===== config.mk =====
export PLATFORM = sky130hd
export DESIGN_NAME = auto_backlight_idle_control_top
export DESIGN_NICKNAME = d
export VERILOG_FILES = /design/src/design/abic_pkg.sv /design/src/design/abic_cfg.sv /design/src/design/abic_ctrl.sv /design/src/design/abic_dp.sv /design/src/design/auto_backlight_idle_control_top.sv
export SDC_FILE = /design/constraint.sdc
export NUM_CORES = 1
export LEC_CHECK = 0
export ABC_CLOCK_PERIOD_IN_PS = 9400
export BUFFER_PORTS_ARGS = -buffer_cell sky130_fd_sc_hd__buf_2
export CAP_MARGIN = 20
export CORE_MARGIN = 2
export CORE_UTILIZATION = 35
export DETAILED_ROUTE_END_ITERATION = 6
export GPL_TIMING_DRIVEN = 0
export MAX_ROUTING_LAYER = met4
export PLACE_DENSITY_LB_ADDON = 0.12
export SYNTH_ARGS = -nofsm -noshare
export SYNTH_HDL_FRONTEND = slang
export SYNTH_SLANG_ARGS = --single-unit

===== constraint.sdc =====
create_clock -name clk -period 9.4 [get_ports clk]
set_clock_uncertainty 0.05 [all_clocks]
set_input_delay 0.47 -clock clk [delete_from_list [all_inputs] [get_ports clk]]
set_output_delay 0.47 -clock clk [all_outputs]
set_load 0.02 [all_outputs]

===== src/design/abic_pkg.sv =====
package abic_pkg;

	localparam int unsigned CFG_IDX_W  = 3;
	localparam int unsigned CFG_DATA_W = 16;
	localparam int unsigned IDLE_W     = 17;
	localparam int unsigned PROD_W     = 24;
	localparam int unsigned DIV_STEPS  = 8;
	localparam int unsigned STEP_W     = $clog2(DIV_STEPS);

	localparam logic [15:0] RST_OFF_DELAY_MS   = 16'd5000;
	localparam logic [7:0]  RST_MIN_DUTY       = 8'd24;
	localparam logic [7:0]  RST_MAX_DUTY       = 8'd255;
	localparam logic [15:0] RST_AMB_FLOOR      = 16'd1;
	localparam logic [15:0] RST_AMB_CEIL       = 16'd40;
	localparam logic [10:0] RST_PROX_THRESHOLD = 11'd30;
	localparam logic [7:0]  RST_LEVEL          = 8'd180;

	typedef enum logic [CFG_IDX_W-1:0] {
		CFG_OFF_DELAY_MS,
		CFG_MIN_DUTY,
		CFG_MAX_DUTY,
		CFG_AMB_FLOOR,
		CFG_AMB_CEIL,
		CFG_PROX_THRESHOLD
	} cfg_idx_t;

	typedef enum logic [1:0] {
		OP_TICK,
		OP_SAMPLE,
		OP_TOUCH
	} op_t;

	typedef enum logic [2:0] {
		ST_IDLE,
		ST_DECODE,
		ST_CLAMP,
		ST_MUL,
		ST_DIV,
		ST_FINISH
	} state_t;

	typedef struct packed {
		logic [15:0] off_delay_ms;
		logic [7:0]  min_duty;
		logic [7:0]  max_duty;
		logic [15:0] amb_floor;
		logic [15:0] amb_ceil;
		logic [10:0] prox_threshold;
	} cfg_t;

	typedef struct packed {
		logic load_in;
		logic clamp;
		logic mul;
		logic div_step;
		logic finish;
	} cmd_t;

	typedef struct packed {
		logic is_sample;
	} stat_t;

endpackage


===== src/design/abic_cfg.sv =====
module abic_cfg (
	input  logic                          clk,
	input  logic                          arst_n,
	input  logic                          cfg_valid,
	output logic                          cfg_ready,
	input  logic [abic_pkg::CFG_IDX_W-1:0]  cfg_index,
	input  logic [abic_pkg::CFG_DATA_W-1:0] cfg_data,
	output abic_pkg::cfg_t                cfg
);
	import abic_pkg::*;

	cfg_t cfg_q;

	assign cfg_ready = 1'b1;
	assign cfg       = cfg_q;

	always_ff @(posedge clk or negedge arst_n) begin
		if (!arst_n) begin
			cfg_q.off_delay_ms   <= RST_OFF_DELAY_MS;
			cfg_q.min_duty       <= RST_MIN_DUTY;
			cfg_q.max_duty       <= RST_MAX_DUTY;
			cfg_q.amb_floor      <= RST_AMB_FLOOR;
			cfg_q.amb_ceil       <= RST_AMB_CEIL;
			cfg_q.prox_threshold <= RST_PROX_THRESHOLD;
		end else if (cfg_valid) begin
			unique case (cfg_idx_t'(cfg_index))
				CFG_OFF_DELAY_MS:   cfg_q.off_delay_ms   <= cfg_data;
				CFG_MIN_DUTY:       cfg_q.min_duty       <= cfg_data[7:0];
				CFG_MAX_DUTY:       cfg_q.max_duty       <= cfg_data[7:0];
				CFG_AMB_FLOOR:      cfg_q.amb_floor      <= cfg_data;
				CFG_AMB_CEIL:       cfg_q.amb_ceil       <= cfg_data;
				CFG_PROX_THRESHOLD: cfg_q.prox_threshold <= cfg_data[10:0];
				default: ;
			endcase
		end
	end

endmodule


===== src/design/abic_ctrl.sv =====
module abic_ctrl (
	input  logic            clk,
	input  logic            arst_n,
	input  logic            in_valid,
	output logic            in_ready,
	output logic            out_valid,
	input  logic            out_ready,
	input  abic_pkg::stat_t stat,
	output abic_pkg::cmd_t  cmd
);
	import abic_pkg::*;

	state_t             state_q, state_d;
	logic [STEP_W-1:0]  cnt_q;
	logic               out_valid_q;
	logic               slot_free;

	assign slot_free = !out_valid_q || out_ready;
	assign out_valid = out_valid_q;

	always_comb begin
		state_d = state_q;
		unique case (state_q)
			ST_IDLE:   if (in_valid) state_d = ST_DECODE;
			ST_DECODE: state_d = stat.is_sample ? ST_CLAMP : ST_FINISH;
			ST_CLAMP:  state_d = ST_MUL;
			ST_MUL:    state_d = ST_DIV;
			ST_DIV:    if (cnt_q == STEP_W'(DIV_STEPS - 1)) state_d = ST_FINISH;
			ST_FINISH: if (slot_free) state_d = ST_IDLE;
			default:   state_d = ST_IDLE;
		endcase
	end

	always_comb begin
		in_ready     = (state_q == ST_IDLE);
		cmd.load_in  = (state_q == ST_IDLE) && in_valid;
		cmd.clamp    = (state_q == ST_CLAMP);
		cmd.mul      = (state_q == ST_MUL);
		cmd.div_step = (state_q == ST_DIV);
		cmd.finish   = (state_q == ST_FINISH) && slot_free;
	end

	always_ff @(posedge clk or negedge arst_n) begin
		if (!arst_n) begin
			state_q     <= ST_IDLE;
			cnt_q       <= '0;
			out_valid_q <= 1'b0;
		end else begin
			state_q <= state_d;
			if (state_q == ST_MUL) begin
				cnt_q <= '0;
			end else if (state_q == ST_DIV) begin
				cnt_q <= cnt_q + STEP_W'(1);
			end
			if (cmd.finish) begin
				out_valid_q <= 1'b1;
			end else if (out_ready) begin
				out_valid_q <= 1'b0;
			end
		end
	end

endmodule


===== src/design/abic_dp.sv =====
module abic_dp (
	input  logic            clk,
	input  logic            arst_n,
	input  abic_pkg::cfg_t  cfg,
	input  abic_pkg::cmd_t  cmd,
	output abic_pkg::stat_t stat,
	input  logic [1:0]      operation,
	input  logic [15:0]     ambient_light,
	input  logic [10:0]     proximity,
	input  logic            usb_present,
	input  logic            animations_busy,
	output logic [7:0]      backlight_duty,
	output logic [7:0]      auto_level,
	output logic            screen_idle,
	output logic            sleep_request
);
	import abic_pkg::*;

	logic [1:0]        op_q;
	logic [15:0]       light_q;
	logic [10:0]       prox_q;
	logic              usb_q, busy_q;

	logic [15:0]       diff_q, span_d_q;
	logic [7:0]        mag_q;
	logic              neg_q, degen_q;
	logic [PROD_W-1:0] rem_q, dv_q;
	logic [7:0]        quo_q;

	logic [IDLE_W-1:0] idle_q, idle_n;
	logic [7:0]        level_q, level_n;
	logic              on_usb_q, on_usb_n;

	logic [7:0]        duty_q, level_out_q;
	logic              idle_out_q, sleep_out_q;

	logic [15:0]       clamped;
	logic              degen;
	logic              ge;
	logic [7:0]        target;
	logic [9:0]        smooth_sum;
	logic              idle_flag;

	assign stat.is_sample = (op_t'(op_q) == OP_SAMPLE);

	assign degen = (cfg.amb_ceil <= cfg.amb_floor);

	always_comb begin
		if (light_q < cfg.amb_floor) begin
			clamped = cfg.amb_floor;
		end else if (light_q > cfg.amb_ceil) begin
			clamped = cfg.amb_ceil;
		end else begin
			clamped = light_q;
		end
	end

	// quotient never exceeds the duty span, so eight restoring steps suffice
	assign ge = (rem_q >= dv_q);

	assign target = degen_q ? cfg.max_duty :
		(neg_q ? cfg.min_duty - quo_q : cfg.min_duty + quo_q);

	assign smooth_sum = {1'b0, level_q, 1'b0} + {2'b0, level_q} + {2'b0, target};

	always_comb begin
		idle_n   = idle_q;
		level_n  = level_q;
		on_usb_n = on_usb_q;
		unique case (op_t'(op_q))
			OP_TICK: begin
				if (idle_q <= {1'b0, cfg.off_delay_ms}) idle_n = idle_q + IDLE_W'(1);
			end
			OP_SAMPLE: begin
				on_usb_n = usb_q;
				level_n  = smooth_sum[9:2];
				if (prox_q > cfg.prox_threshold) idle_n = '0;
			end
			OP_TOUCH: idle_n = '0;
			default: ;
		endcase
	end

	assign idle_flag = (idle_n > {1'b0, cfg.off_delay_ms});

	always_ff @(posedge clk) begin
		if (cmd.load_in) begin
			op_q    <= operation;
			light_q <= ambient_light;
			prox_q  <= proximity;
			usb_q   <= usb_present;
			busy_q  <= animations_busy;
		end
		if (cmd.clamp) begin
			degen_q  <= degen;
			diff_q   <= clamped - cfg.amb_floor;
			span_d_q <= cfg.amb_ceil - cfg.amb_floor;
			neg_q    <= (cfg.min_duty > cfg.max_duty);
			mag_q    <= (cfg.min_duty > cfg.max_duty) ? cfg.min_duty - cfg.max_duty :
				cfg.max_duty - cfg.min_duty;
		end
		if (cmd.mul) begin
			rem_q <= {8'b0, diff_q} * {16'b0, mag_q};
			dv_q  <= {1'b0, span_d_q, 7'b0};
			quo_q <= '0;
		end
		if (cmd.div_step) begin
			if (ge) rem_q <= rem_q - dv_q;
			quo_q <= {quo_q[6:0], ge};
			dv_q  <= dv_q >> 1;
		end
		if (cmd.finish) begin
			duty_q      <= idle_flag ? 8'd0 : level_n;
			level_out_q <= level_n;
			idle_out_q  <= idle_flag;
			sleep_out_q <= idle_flag && !on_usb_n && !busy_q;
		end
	end

	always_ff @(posedge clk or negedge arst_n) begin
		if (!arst_n) begin
			idle_q   <= '0;
			level_q  <= RST_LEVEL;
			on_usb_q <= 1'b1;
		end else if (cmd.finish) begin
			idle_q   <= idle_n;
			level_q  <= level_n;
			on_usb_q <= on_usb_n;
		end
	end

	assign backlight_duty = duty_q;
	assign auto_level     = level_out_q;
	assign screen_idle    = idle_out_q;
	assign sleep_request  = sleep_out_q;

endmodule


===== src/design/auto_backlight_idle_control_top.sv =====
// Backlight duty and idle control.
// Input channel (in_valid/in_ready) takes one item: operation 0 is a 1 ms tick,
// 1 a sensor sample, 2 a touch event; operation 3 only reports current state.
// Output channel (out_valid/out_ready) returns one result per item, in order.
// Config channel (cfg_valid/cfg_ready, cfg_index, cfg_data) is always ready;
// write it only while no item is in flight. Unknown indexes are dropped.
// Sequence: a tick, touch or unused item goes from decode to finish;
// a sample goes through decode, clamp, a 16x8 multiply, then an 8-step restoring
// divide (one quotient bit per cycle) for the light-to-duty map, then finish.
// The next item is accepted in the cycle after the result is loaded; only one
// item is in flight at a time.
// The result sits in an output register; a stalled receiver blocks only the
// finishing step of the following item, which then waits in place.
// Reset clears the idle timer, sets the auto level to 180, assumes USB present
// and restores the default register values.
module auto_backlight_idle_control_top (
	input  logic                            clk,
	input  logic                            arst_n,
	input  logic                            in_valid,
	output logic                            in_ready,
	input  logic [1:0]                      operation,
	input  logic [15:0]                     ambient_light,
	input  logic [10:0]                     proximity,
	input  logic                            usb_present,
	input  logic                            animations_busy,
	output logic                            out_valid,
	input  logic                            out_ready,
	output logic [7:0]                      backlight_duty,
	output logic [7:0]                      auto_level,
	output logic                            screen_idle,
	output logic                            sleep_request,
	input  logic                            cfg_valid,
	output logic                            cfg_ready,
	input  logic [abic_pkg::CFG_IDX_W-1:0]  cfg_index,
	input  logic [abic_pkg::CFG_DATA_W-1:0] cfg_data
);
	import abic_pkg::*;

	cfg_t  cfg;
	cmd_t  cmd;
	stat_t stat;

	abic_cfg u_cfg (
		.clk       (clk),
		.arst_n    (arst_n),
		.cfg_valid (cfg_valid),
		.cfg_ready (cfg_ready),
		.cfg_index (cfg_index),
		.cfg_data  (cfg_data),
		.cfg       (cfg)
	);

	abic_ctrl u_ctrl (
		.clk       (clk),
		.arst_n    (arst_n),
		.in_valid  (in_valid),
		.in_ready  (in_ready),
		.out_valid (out_valid),
		.out_ready (out_ready),
		.stat      (stat),
		.cmd       (cmd)
	);

	abic_dp u_dp (
		.clk             (clk),
		.arst_n          (arst_n),
		.cfg             (cfg),
		.cmd             (cmd),
		.stat            (stat),
		.operation       (operation),
		.ambient_light   (ambient_light),
		.proximity       (proximity),
		.usb_present     (usb_present),
		.animations_busy (animations_busy),
		.backlight_duty  (backlight_duty),
		.auto_level      (auto_level),
		.screen_idle     (screen_idle),
		.sleep_request   (sleep_request)
	);

endmodule


==> results.cfg <==
[clock_network]
htree_levels = 2
cts_root_buf = clkbuf_16
clock_path_buffers = 3
cts_buffers = 34
clk_pin_slew_ps = 60
insertion_delay_ps = 550
cts_tree = built
cts.sinks = 254

[yosys]
synth.area.top_cells = edfxtp_1 18%, ha_1 13%, dfrtp_1 10%
yosys_warnings = 0
synth_edf_count = 122
synth.avg_cell_area_um2 = 9.42
synth_top_area_share_pct = 18.3
synth_fp_nets = 2477
synth_largest_area_cell = edfxtp_1
ys_types = 78
synth_top_flop_cell = edfxtp_1
synth-seq-area-share_pct = 34.5
async_flop_share_pct = 42.5
synth.cell_area_mm2 = 0.0200
synthCells = 2119
ys_ff_latch = 254

[worst_setup_path]
critPathKind = reg -> reg
cp_data_required_time_ps = 9740
path_common_cell = fa_1
crit_fanout = 10
cp_slowest_cell = fa_1
critPathTopFamily = adder cells
critPathCaptureType = flop
startpoint_type = flop
cpPeakStageDelay_ps = 550
path_cells = clkbuf_1 -> nand2_1 -> fa_1 -> fa_1 -> inv_1 -> fa_1 -> inv_1 -> fa_1 -> inv_1 -> ha_1 -> o21a_1 -> o31ai_1 -> a211oi_1 -> a221oi_1 -> o21ai_1 -> a2111oi_0 -> a21oi_1 -> xnor2_1 -> a21oi_1
critPathBufInv = 4
crit_arrival_ps = 6510

[pwr]
irDropWorstVdd_v = 0.000211
leakagePower_nw = 10.1
p_per_area_mw_per_mm2 = 390

[layout]
fin_area_mm2 = 0.0225
final_cell_mix = 282 x inv_1, 205 x ha_1, 189 x nand2_1
drive_above_1_share_pct = 10.5
nNetsFinal = 2595
area_growth_pct = 12.9
antennaDiodeCount = 0
final_common_cell = inv_1
fillers = 5717

[flow_run]
cap_violations = 0

[global_routing]
grt_max_degree = 83
grt_pass1_vias = 15700
grtUsageTotal_pct = 18.9
antenna_found_initial = 0
gr-total-overflow = 0
grt_pass1_wl_um = 86300

[drt]
drtPass1Iterations = 5
first_iter_violations = 739
postRouteAntennaNets = 0
vias = 15300
drt-vias-per-instance = 5.07
routedWlPerCell_um = 17.7
routed_wl_um = 53500
drc_errors = 0

[timing]
period_share_pct = 65.6
tns_ps = 0
fin_crit_ps = 6170
hold_violations = 0
max-slew-margin-rel_pct = 29.0
slew_violations = 0
grt_setup_unrepaired = false
max_freq_ghz = 0.162
setup_viol = 0
worstMarginPinSlew_ps = 1060

[placed_design]
port_buffers = 74
gp_congestion = 0.846
post-dp-hpwl_um = 42500
post_dp_cell_area_mm2 = 0.0214

[floorplan]
die_y_um = 243
die_w_um = 243
die_area_mm2 = 0.0590
rows = 87
pin_count = 76
start_util_pct = 35.4
core_mm2 = 0.0564

[hold_path]
hold_class = in -> reg

[outcome]
status = complete, no violations
[metal layers]
| layer | global-route usage (%) | routed length [um] | up-vias |
|---|---|---|---|
| met5 | - | 0 | - |
| met4 | 4.13 | 909 | 0 |
| met3 | 2.42 | 1960 | 59 |
| met2 | 30.5 | 24700 | 249 |
| met1 | 25.5 | 25900 | 7470 |
| li1 | - | - | 7511 |
[state kept, by name, indices dropped and copies added (netlist names), 2 cells and up]
register,cells
u_dp.mag_q,8
u_dp.rem_q,24
u_dp.op_q,2
u_dp.quo_q,8
u_dp.level_q,8
u_ctrl.state_q,3
u_ctrl.cnt_q,3
u_dp.span_d_q,16
u_dp.auto_level,8
u_dp.idle_q,17
u_dp.backlight_duty,8
u_cfg.cfg,75
u_dp.prox_q,11
u_dp.dv_q,23
u_dp.light_q,16
u_dp.diff_q,16
[cell type report]
class,count,area (um^2),share of cell area [%]
flip-flops and latches,254,6880,30.5
well taps,756,946,4.20
plain buffers,63,267,1.18
repair buffers,82,502,2.23
inverters,284,1070,4.73
clock inverters,22,239,1.06
multi-input cells,1518,11800,52.2
clock buffers,39,870,3.86
[timing repair]
action | CTS | global route
endpoints found under the setup margin | 0 | 0
gates resized for setup | 0 | 0
endpoints found under the hold margin | 23 | 0
setup buffers | 0 | 0
hold buffers | 1 | 0
[final timing paths]
check | depth (start not counted) | to | slack [ps] | from
worst max-delay path | 19 | u_dp.rem_q[23]$_DFF_P_ | 3230 | u_dp.mag_q[6]$_DFFE_PP_
worst min-delay path | 1 | u_dp.prox_q[1]$_DFFE_PP_ | 40 | proximity[1]
worst max register to register | 19 | u_dp.rem_q[23]$_DFF_P_ | 3230 | u_dp.mag_q[6]$_DFFE_PP_
worst min register to register | 2 | u_dp.rem_q[7]$_DFF_P_ | 440 | u_dp.rem_q[7]$_DFF_P_
max in group asynchronous | 3 | u_cfg.cfg[48]$_DFFE_PN1P_ | 8220 | arst_n
min in group asynchronous | 2 | u_dp.idle_q[13]$_DFFE_PN0P_ | 310 | arst_n
[power breakdown]
part / total, mW / leakage [nW] / switching (mW) / internal [mW]
registers: 1.88 / 2.63 / 0.234 / 1.64
clock network: 1.30 / 0.544 / 0.522 / 0.781
logic: 5.61 / 6.89 / 3.29 / 2.32
[metrics by stage]
stage	hold WS, ps	instances	setup WS (ps)	power [mW]	util [%]
2_1_floorplan	124	2119	4200	6.09	-
3_3_place_gp	421	2949	3230	7.46	37.8
3_5_place_dp	315	2956	3210	7.54	38.0
4_1_cts	4.46	3018	3170	8.91	40.0
5_1_grt	10.1	3018	2780	9.75	40.0
6_report	39.2	3018	3230	8.79	40.0
[cells in the mapped netlist, types with 4 or more instances]
cell type / count
o22ai_1: 4
xnor2_1: 45
mux2i_1: 13
buf_2: 6
o21a_1: 27
nor4_1: 6
a21o_1: 28
inv_1: 282
edfxtp_1: 122
o41ai_1: 4
o31ai_1: 14
nor3b_1: 6
o21ai_0: 150
nor3_1: 26
a21boi_0: 5
a31oi_1: 35
ha_1: 205
dfstp_2: 27
dfxtp_1: 24
and2_1: 102
buf_4: 4
a21oi_1: 141
nand2b_1: 19
a211oi_1: 12
clkbuf_1: 51
o21bai_1: 9
o31a_1: 7
mux2_2: 50
o21ai_1: 8
fa_1: 98
nor2_1: 131
and3_1: 14
nor2b_1: 26
nand4_1: 18
xor2_1: 32
and4_1: 7
nand3_1: 23
dfrtp_1: 81
nand2_1: 189
a41oi_1: 4
or3_1: 8
[logic make-up after synthesis]
| logic type | synth area share [%] |
|---|---|
| adders and majority gates | 22.7 |
| AOI/OAI and AO/OA | 14.9 |
| xor gates and xnor gates | 3.38 |
| DFF | 34.5 |
| other | 0.0188 |
| and+or+nand+nor | 14.4 |
| buffers and inverters | 6.67 |
| muxes | 3.53 |
No activity file was read; power rests on OpenSTA's default activity.
